<file path="src/hdl/hlfd_pkg.sv">
// Shared types and constants for the header/length frame deframer.
`timescale 1ns / 1ps

package hlfd_pkg;

  localparam int LenFieldBytes = 8;
  localparam int LengthBits    = 32;

  localparam logic [7:0] SyncFirst  = 8'h48;  // 'H'
  localparam logic [7:0] SyncSecond = 8'h54;  // 'T'

  typedef struct packed {
    logic [7:0] data;
    logic       last;
    logic       first;
  } result_t;

endpackage

</file>
<file path="src/hdl/hlfd_in_reg.sv">
// Input register stage: holds one received byte until the parser takes it.
`timescale 1ns / 1ps

module hlfd_in_reg (
  input  logic       clk_i,
  input  logic       rst_ni,
  input  logic       s_valid_i,
  output logic       s_ready_o,
  input  logic [7:0] s_data_i,
  output logic       valid_o,
  input  logic       ready_i,
  output logic [7:0] data_o
);

  logic       valid_q, valid_d;
  logic [7:0] data_q;

  assign s_ready_o = !valid_q || ready_i;
  assign valid_d   = (s_valid_i && s_ready_o) || (valid_q && !ready_i);

  always_ff @(posedge clk_i or negedge rst_ni) begin
    if (!rst_ni) begin
      valid_q <= 1'b0;
    end else begin
      valid_q <= valid_d;
    end
  end

  always_ff @(posedge clk_i) begin
    if (s_valid_i && s_ready_o) begin
      data_q <= s_data_i;
    end
  end

  assign valid_o = valid_q;
  assign data_o  = data_q;

endmodule

</file>
<file path="src/hdl/hlfd_core.sv">
// Sync hunt, length assembly and payload countdown for one byte per cycle while the result register has room.
`timescale 1ns / 1ps

module hlfd_core #(
  parameter int LEN_FIELD_BYTES = hlfd_pkg::LenFieldBytes,
  parameter int LENGTH_BITS     = hlfd_pkg::LengthBits
) (
  input  logic                clk_i,
  input  logic                rst_ni,
  input  logic                in_valid_i,
  output logic                in_ready_o,
  input  logic [7:0]          in_byte_i,
  output logic                res_valid_o,
  input  logic                res_ready_i,
  output hlfd_pkg::result_t   res_o
);

  localparam logic [1:0] PhHunt = 2'd0;
  localparam logic [1:0] PhSync2 = 2'd1;
  localparam logic [1:0] PhLen  = 2'd2;
  localparam logic [1:0] PhData = 2'd3;

  localparam logic [2:0] LastIdx = 3'(LEN_FIELD_BYTES - 1);

  logic [1:0]             phase_q, phase_d;
  logic [2:0]             hdr_cnt_q, hdr_cnt_d;
  logic [LENGTH_BITS-1:0] len_q, len_d;
  logic [LENGTH_BITS-1:0] remain_q, remain_d;
  logic                   first_q, first_d;
  logic [LENGTH_BITS-1:0] len_next;
  logic                   take;

  // the result register can always hold one beat, so take only when it has room
  assign in_ready_o = res_ready_i;
  assign take       = in_valid_i && res_ready_i;

  assign len_next = LENGTH_BITS'(({8'd0, len_q}) |
                    ({{LENGTH_BITS{1'b0}}, in_byte_i} << {hdr_cnt_q, 3'b000}));

  always_comb begin
    phase_d     = phase_q;
    hdr_cnt_d   = hdr_cnt_q;
    len_d       = len_q;
    remain_d    = remain_q;
    first_d     = first_q;
    res_valid_o = 1'b0;
    res_o.data  = in_byte_i;
    res_o.last  = (remain_q == LENGTH_BITS'(1));
    res_o.first = first_q;
    if (take) begin
      case (phase_q)
        PhHunt: begin
          if (in_byte_i == hlfd_pkg::SyncFirst) phase_d = PhSync2;
        end
        PhSync2: begin
          if (in_byte_i == hlfd_pkg::SyncSecond) begin
            phase_d   = PhLen;
            hdr_cnt_d = 3'd0;
            len_d     = '0;
          end else if (in_byte_i != hlfd_pkg::SyncFirst) begin
            phase_d = PhHunt;
          end
        end
        PhLen: begin
          len_d = len_next;
          if (hdr_cnt_q >= LastIdx) begin
            hdr_cnt_d = 3'd0;
            if (len_next == '0) begin
              phase_d = PhHunt;
            end else begin
              remain_d = len_next;
              first_d  = 1'b1;
              phase_d  = PhData;
            end
          end else begin
            hdr_cnt_d = hdr_cnt_q + 3'd1;
          end
        end
        default: begin
          if (remain_q == '0) begin
            phase_d = PhHunt;
          end else begin
            res_valid_o = 1'b1;
            first_d     = 1'b0;
            remain_d    = remain_q - LENGTH_BITS'(1);
            if (remain_q == LENGTH_BITS'(1)) phase_d = PhHunt;
          end
        end
      endcase
    end
  end

  always_ff @(posedge clk_i or negedge rst_ni) begin
    if (!rst_ni) begin
      phase_q   <= PhHunt;
      hdr_cnt_q <= 3'd0;
      len_q     <= '0;
      remain_q  <= '0;
      first_q   <= 1'b0;
    end else begin
      phase_q   <= phase_d;
      hdr_cnt_q <= hdr_cnt_d;
      len_q     <= len_d;
      remain_q  <= remain_d;
      first_q   <= first_d;
    end
  end

`ifndef SYNTHESIS
  a_len_cnt_range: assert property (@(posedge clk_i) disable iff (!rst_ni)
    (phase_q == PhLen) |-> (hdr_cnt_q <= LastIdx))
    else $error("length byte count past field size");

  a_data_nonzero: assert property (@(posedge clk_i) disable iff (!rst_ni)
    (phase_q == PhData) |-> (remain_q != '0))
    else $error("payload phase with nothing left");

  a_last_ends_frame: assert property (@(posedge clk_i) disable iff (!rst_ni)
    (res_valid_o && res_o.last) |=> (phase_q == PhHunt))
    else $error("last beat did not return to hunt");

  a_first_once: assert property (@(posedge clk_i) disable iff (!rst_ni)
    (res_valid_o && res_o.first) |=> !first_q)
    else $error("first flag not cleared after first beat");
`endif

endmodule

</file>
<file path="src/hdl/hlfd_out_reg.sv">
// Output register: holds one result beat while the receiver stalls.
`timescale 1ns / 1ps

module hlfd_out_reg (
  input  logic              clk_i,
  input  logic              rst_ni,
  input  logic              res_valid_i,
  output logic              res_ready_o,
  input  hlfd_pkg::result_t res_i,
  output logic              m_valid_o,
  input  logic              m_ready_i,
  output hlfd_pkg::result_t m_res_o
);

  logic              valid_q, valid_d;
  hlfd_pkg::result_t res_q;

  assign res_ready_o = !valid_q || m_ready_i;
  assign valid_d     = (res_valid_i && res_ready_o) || (valid_q && !m_ready_i);

  always_ff @(posedge clk_i or negedge rst_ni) begin
    if (!rst_ni) begin
      valid_q <= 1'b0;
    end else begin
      valid_q <= valid_d;
    end
  end

  always_ff @(posedge clk_i) begin
    if (res_valid_i && res_ready_o) begin
      res_q <= res_i;
    end
  end

  assign m_valid_o = valid_q;
  assign m_res_o   = res_q;

endmodule

</file>
<file path="src/hdl/header_length_frame_deframer_top.sv">
// Top level of the header/length frame deframer.
//
// Slave side carries the raw byte stream, one byte per beat. The block hunts
// for the sync pair 'H','T', reads a little-endian length field of
// LEN_FIELD_BYTES bytes (only the low LENGTH_BITS bits count), then passes that
// many following bytes out on the master side. tuser marks the first payload
// beat of a frame, tlast the final one; a one-byte frame has both set.
// Sync, length and stray bytes give no output beat; a zero length gives none.
// A payload byte passes from the input register through the combinational
// parser into the result register before it reaches the master side.
// Throughput: one byte per cycle while the master side accepts every beat.
// When the master side stalls, the result register holds its beat, the input
// register holds one more, and s_axis_tready_o drops after that.
// Reset empties both registers and returns the parser to the sync hunt.
`timescale 1ns / 1ps

module header_length_frame_deframer_top #(
  parameter int LEN_FIELD_BYTES = hlfd_pkg::LenFieldBytes,
  parameter int LENGTH_BITS     = hlfd_pkg::LengthBits
) (
  input  logic       clk_i,
  input  logic       rst_ni,
  input  logic       s_axis_tvalid_i,
  output logic       s_axis_tready_o,
  input  logic [7:0] s_axis_tdata_i,   // [7:0] in_byte
  output logic       m_axis_tvalid_o,
  input  logic       m_axis_tready_i,
  output logic [7:0] m_axis_tdata_o,   // [7:0] payload_byte
  output logic       m_axis_tlast_o,   // payload_last
  output logic       m_axis_tuser_o    // [0] payload_first
);

  logic              in_valid;
  logic              in_ready;
  logic [7:0]        in_byte;
  logic              res_valid;
  logic              res_ready;
  hlfd_pkg::result_t res;
  hlfd_pkg::result_t m_res;

  hlfd_in_reg u_in_reg (
    .clk_i     (clk_i),
    .rst_ni    (rst_ni),
    .s_valid_i (s_axis_tvalid_i),
    .s_ready_o (s_axis_tready_o),
    .s_data_i  (s_axis_tdata_i),
    .valid_o   (in_valid),
    .ready_i   (in_ready),
    .data_o    (in_byte)
  );

  hlfd_core #(
    .LEN_FIELD_BYTES (LEN_FIELD_BYTES),
    .LENGTH_BITS     (LENGTH_BITS)
  ) u_core (
    .clk_i       (clk_i),
    .rst_ni      (rst_ni),
    .in_valid_i  (in_valid),
    .in_ready_o  (in_ready),
    .in_byte_i   (in_byte),
    .res_valid_o (res_valid),
    .res_ready_i (res_ready),
    .res_o       (res)
  );

  hlfd_out_reg u_out_reg (
    .clk_i       (clk_i),
    .rst_ni      (rst_ni),
    .res_valid_i (res_valid),
    .res_ready_o (res_ready),
    .res_i       (res),
    .m_valid_o   (m_axis_tvalid_o),
    .m_ready_i   (m_axis_tready_i),
    .m_res_o     (m_res)
  );

  assign m_axis_tdata_o = m_res.data;
  assign m_axis_tlast_o = m_res.last;
  assign m_axis_tuser_o = m_res.first;

endmodule
</file>
<file path="config.mk">
export PLATFORM = sky130hd
export DESIGN_NAME = header_length_frame_deframer_top
export DESIGN_NICKNAME = d
export VERILOG_FILES = /design/src/hdl/hlfd_pkg.sv /design/src/hdl/hlfd_in_reg.sv /design/src/hdl/hlfd_core.sv /design/src/hdl/hlfd_out_reg.sv /design/src/hdl/header_length_frame_deframer_top.sv
export SDC_FILE = /design/constraint.sdc
export NUM_CORES = 1
export LEC_CHECK = 0
export ABC_AREA = 1
export BUFFER_PORTS_ARGS = -buffer_cell sky130_fd_sc_hd__buf_4
export CORE_MARGIN = 4
export CORE_UTILIZATION = 46
export DETAILED_ROUTE_END_ITERATION = 8
export HOLD_SLACK_MARGIN = 0.08
export SLEW_MARGIN = 40
export SYNTH_ARGS = -nofsm -noshare
export SYNTH_HDL_FRONTEND = slang
export SYNTH_HIERARCHICAL = 1
export SYNTH_SLANG_ARGS = --single-unit
export TNS_END_PERCENT = 1
</file>
<file path="constraint.sdc">
create_clock -name clk_i -period 2.77 [get_ports clk_i]
set_input_delay 0.277 -clock clk_i [delete_from_list [all_inputs] [get_ports clk_i]]
set_output_delay 0.277 -clock clk_i [all_outputs]
set_load 0.1 [all_outputs]
</file>
# [Yosys cells after proc, flatten, opt, wreduce, memory -nomap -nowiden]
# Cells that the tools add are included.
[word_totals] output_inout_bits=12 n_memories=0 input_bits=12 latch_bits=0 romBits=0 ff_bits=90 mem_bits_rw=0
[op_classes] n_eq_ne=12 n_addsub=2 mux=24 shift=1 n_reduce_logical=23 bitwise_logic=2 mul=0 n_lt_le_gt_ge=1 div_mod_pow=0
[ops] cell="$mux 32" count=4
[ops] cell="$pmux 32 s2" count=2
[ops] cell="$logic_not 32->1" count=2
[ops] cell="$eq 32x1->1 const B" count=1
[ops] cell="$or 32x32->32" count=1
[ops] cell="$shl 8x6->32" count=1
[ops] cell="$sub 32x1->32 const B" count=1
[ops] cell="$eq 8x7->1 const B" count=2
[ops] cell="$mux 2" count=7
[ops] cell="$reduce_and 5->1" count=2
[ops] cell="$ne 8x7->1 const B" count=1
[ops] cell="$mux 1" count=6
[ops] cell="$mux 3" count=2
[ops] cell="$ne 2x1->1 const B" count=3
[ops] cell="$pmux 2 s3" count=1
[ops] cell="$pmux 3 s2" count=1
[ops] cell="$logic_and 1x1->1" count=5
[ops] cell="$reduce_bool 5->1" count=1
[ops] cell="$logic_not 1->1" count=4
[ops] cell="$logic_or 1x1->1" count=4
[ops] cell="$ne 2x2->1 const B" count=2
[ops] cell="$add 3x1->3 const B" count=1
[ops] cell="$ge 3x3->1 const B" count=1
[ops] cell="$ne 3x1->1 const B" count=1
[ops] cell="9 further kinds" count=9

# [Longest topological paths before layout]
[depth] ltp_word=6 ltp_mapped=15 depth_no_buf=13

# [Cells and area by module]
# The synthesis kept the hierarchy.
[modules_own_cells] mod="hlfd_core" area_each_um2=4623.2 n_inst=1 cells_per_inst=691
[modules_own_cells] mod="hlfd_out_reg" area_each_um2=345.3 n_inst=1 cells_per_inst=16
[modules_own_cells] mod="hlfd_in_reg" area_each_um2=285.3 n_inst=1 cells_per_inst=14

# [Worst setup path before layout]
# No wires, ideal clock.
[synth_path] kind="register to register" start="reg u_out_reg.valid_q (netlist: u_out_reg/m_valid_o)" end="reg u_out_reg.res_q (netlist bit u_out_reg/m_res_o[0]) (enable)" path_slack_ns=0.528 n_path_buf=0 synth_period_minus_slack_ns=2.242 t_arrival_ns=1.861 t_required_ns=2.390 stages_incl_launch_ff=6 path_cell_list="dfrtp_1 > nand2_1 > nand2_1 > nor3b_1 > inv_1 > a21oi_1"
[synth_via] elab_chain_cells=5
[synth_rtl] item="start, declared" line="hlfd_out_reg.sv:15" rtl="logic valid_q, valid_d;"
[synth_rtl] item="start signal, assigned" line="hlfd_out_reg.sv:25" rtl="valid_q <= valid_d;"
[synth_rtl] item="$logic_not 1->1" line="hlfd_out_reg.sv:18" rtl="assign res_ready_o = !valid_q || m_ready_i;"
[synth_rtl] item="$logic_or 1x1->1" line="hlfd_out_reg.sv:18"
[synth_rtl] item="via res_ready" line="header_length_frame_deframer_top.sv:37" rtl="logic res_ready;"
[synth_rtl] item="$logic_and 1x1->1" line="hlfd_core.sv:35" rtl="assign take = in_valid_i && res_ready_i;"
[synth_rtl] item="$mux 1" line="hlfd_core.sv:50" rtl="if (take) begin"
[synth_rtl] item="via res_valid" line="header_length_frame_deframer_top.sv:36" rtl="logic res_valid;"
[synth_rtl] item="$logic_and 1x1->1" line="hlfd_out_reg.sv:30" rtl="if (res_valid_i && res_ready_o) begin"
[synth_rtl] item="end signal, assigned" line="hlfd_out_reg.sv:31" rtl="res_q <= res_i;"
[synth_rtl] item="end, declared" line="hlfd_out_reg.sv:16" rtl="hlfd_pkg::result_t res_q;"
# The timed path passes the listed nets, and every way through them passes these cells.
# A chain may end at the register's enable or synchronous reset.

# [Worst setup path in the final report]
[layout_path] start="reg u_core.phase_q[0]" end="reg u_core.hdr_cnt_q[2]"
[layout_via] elab_chain_cells=3
[layout_rtl] item="start, declared" line="hlfd_core.sv:25" rtl="logic [1:0] phase_q, phase_d;"
[layout_rtl] item="start signal, assigned" line="hlfd_core.sv:95" rtl="phase_q <= PhHunt;"
[layout_rtl] item="start signal, assigned" line="hlfd_core.sv:101" rtl="phase_q <= phase_d;"
[layout_rtl] item="$eq 2x1->1 / $eq 2x2->1 (equally long branches)" line="hlfd_core.sv:51" rtl="case (phase_q)"
[layout_rtl] item="$ne 2x1->1 (no source line) / $reduce_bool 2->1 (equally long branches)"
[layout_rtl] item="$reduce_and 3->1 (no source line)"
[layout_rtl] item="end signal, assigned" line="hlfd_core.sv:102" rtl="hdr_cnt_q <= hdr_cnt_d;"
[layout_rtl] item="end, declared" line="hlfd_core.sv:26" rtl="logic [2:0] hdr_cnt_q, hdr_cnt_d;"
# Parallel ways exist; a longest one is shown, timed or not.

==> run summary <==
cell area after synthesis - 5254 um^2
Tcrit/Tclk final - 0.8768
ys flop type - dfrtp_1
EDFF count, synth - 18
Slew Viols, Final - 0
crit path time final - 2429 ps
count of input and output buffers - 23
diodes inserted - 0
Max Freq - 411.7 MHz
drt total wl - 14,140 um
Worst-Skew Late Latency - 350 ps
top cells by count, synth - nand2_1 (222), nor2_1 (87), dfrtp_1 (72)
CTS tree - yes
maximum vdd drop - 0.0004563 V
part of the power in the clock network - 0.253
DIE AREA - 13,200 um^2
sw frac - 0.3992
placed cell areas - 5485 um^2
P_leak - 2.991 nW
slowest CP cell - buf_4
CTS max path bufs - 2
drt initial violations - 521
layout cell share with drive strength beyond 1 - 0.1087
Clock Sinks - 90
crit end category - flip-flop
chip width - 114.9 um
Max stage delay on crit path - 460 ps
Synth Area per Inst - 7.287 um^2
Multi-input gate area - 2484 um^2
post-route cell area - 5808 um^2
clock-pin slew on the worst setup and hold paths - 70 ps
sequential share of power - 0.365
type of the worst setup path - flip-flop to flip-flop
sw power - 1.920 mW
Synth area leaders - dfrtp_1 (34%), nand2_1 (16%), edfxtp_1 (10%)
Synth cell types - 28
Sequential cell area - 2342 um^2
DRT Pass-1 Iters - 5
DRT antenna net count - 0
DRC Markers - 0
FFs w/ async S/R, synth - 0.8000
largest net degree at the start of global routing - 73
routed vias/inst - 5.274
Fill cells - 1,061
die height - 114.9 um
H-tree levels - 3
Place WS - 386.4 ps
register area share after synthesis - 0.4458
RSZ-0062 raised after global routing - no
Yosys top cell by area - dfrtp_1
most used cell, CP - inv_1
nature of the critical path startpoint - flip-flop
row cnt - 38
antenna violations before repair - 0
most common cell in the netlist - nand2_1
P&R area growth vs syn - 10.55%
Final HPWL DP - 9924 um
combinational share of power - 0.382
post-CTS sizing - 0
Syn Inst Count - 721
vias in the first global route - 4,391
IO Count - 24
worst slew pin tran - 704.6 ps
Net Count, Synth - 742
Initial Util - 0.4763
Hold Path Class - primary input to flip-flop
TritonCTS Buffers - 9
global route overflow - 0
GP Congestion - 0.9138
number of synthesized register bits - 90
CP Cell Sequence - inv_1, ha_1, inv_1, buf_4, a21oi_1, nand2_1, buf_4, inv_1, nand4_1, o21ai_0
Slew Limit Headroom - 0.5302
setup_tns - 0 ps
CP arrival - 2660 ps
top-area cell type share of the netlist area - 0.3429
Synth Warn # - 6
PwrDens - 828.0 nW/um^2
status - complete, no violations
Tot Pwr - 4.809 mW
internal power - 2.889 mW
vias - 4,620
# Max-Cap Violations - 0
Final WS setup - 341.2 ps
Setup Skew - 10.23 ps
first-pass GRT wire length - 23,660 um
WL per Instance - 16.14 um
Clock Root Buffer - clkbuf_16
core area - 11,030 um^2
Critical Path RT - 3000 ps
final hold violation count - 0
Cells after DPL - 857
Overall Global Routing Usage - 0.2344
critical-path maximum fanout - 65
fin nets - 752
fin cells - 876
final setup violation count - 0
==> per-stage QoR <==
stage                 util  hold WS (ps)
floorplan                -        -18.59
CTS                 0.5244         88.43
global route        0.5265         81.36
global placement    0.4966         455.4
finish              0.5265         101.2
detailed placement  0.4973         357.3
==> logic make-up (layout without fill, tap and decap cells) <==
group           count (synthesis)  after routing  share of synthesized area
compound gates                104            104                     0.1007
xor+xnor                       16             16                    0.02667
fa+ha+maj                       9              9                    0.02143
buf+inv                       100            115                    0.08288
flops                          90             90                     0.4458
simple gates                  402            402                     0.3225
==> path summary, 6_finish.rpt <==
check	from	to	slack, ps	depth (start not counted)
max reg2reg	u_core/phase_q[0]	u_core/hdr_cnt_q[2]	340	10
min	s_axis_tdata_i[3]	u_in_reg/data_o[3]	100	1
max	u_core/phase_q[0]	u_core/hdr_cnt_q[2]	340	10
min in group asynchronous	rst_ni	u_core/len_q[28]	510	2
min reg2reg	u_core/first_q	u_out_reg/m_res_o[0]	470	0
max in group asynchronous	rst_ni	u_core/len_q[1]	1750	2
==> critical path, delay by kind of cell, from the launching register on <==
kind	cells	cell delay (ps)
DFF	1	380
AOI/OAI and AO/OA	2	210
adders and majority gates	1	210
and+or+nand+nor	2	230
buffers and inverters	5	1260
==> timing repair <==
item | in CTS | in global routing
buffers inserted | 0 | 0
hold buffers | 1 | 2
hold endpoints to repair | 72 | 2
==> routing by layer <==
layer | up-vias | share of wire | global-route usage
li1 | 2309 | - | -
met1 | 2189 | 0.48 | 0.3395
met2 | 105 | 0.45 | 0.3569
met3 | 17 | 0.053 | 0.05684
met4 | 0 | 0.012 | 0.05321
met5 | - | 0 | 0
==> power by group through the flow <==
stage                     clock (mW)  sequential (mW)  combinational (mW)
after global placement             0             1.77                1.80
after global routing            1.30             1.79                2.12
after CTS                       1.25             1.75                1.83
after floorplan                    0             1.73                1.40
final                           1.22             1.76                1.84
after detailed placement           0             1.78                1.81
==> sequential cells by signal, indices dropped and copies added, names as in the netlist <==
name	count
u_core/phase_q	2
u_in_reg/valid_o	1
u_core/hdr_cnt_q	3
u_core/len_q	32
u_core/remain_q	32
u_core/first_q	1
u_out_reg/m_valid_o	1
u_in_reg/data_o	8
u_out_reg/m_res_o	10
==> placed cells by master, fill, tap and decap left out, types with 2 or more instances in the layout <==
cell type,synthesis,final
a21oi_2,0,2
nand2_1,222,222
nor2_2,2,2
nor3b_1,2,2
o21ai_0,64,64
clkinv_2,0,2
dfrtp_1,72,72
xor2_1,8,8
nand4_1,9,9
ha_1,9,9
nand3_2,2,2
nor2_1,87,87
nand3_1,43,43
inv_1,63,63
edfxtp_1,18,18
xnor2_1,8,8
dlygate4sd3_1,0,3
buf_4,11,32
clkbuf_16,0,9
nor3_1,7,7
a21oi_1,37,35
or2_2,25,25
clkbuf_1,12,2
==> layout make-up <==
class,count,share of cell area
clock buffer,11,0.04007
clock inverter,5,0.009694
inverter,63,0.04072
multi-input combinational,531,0.4276
sequential,90,0.4033
tap,140,0.03016
timing repair buffer,36,0.04847
(Power assumes the default switching activity.)
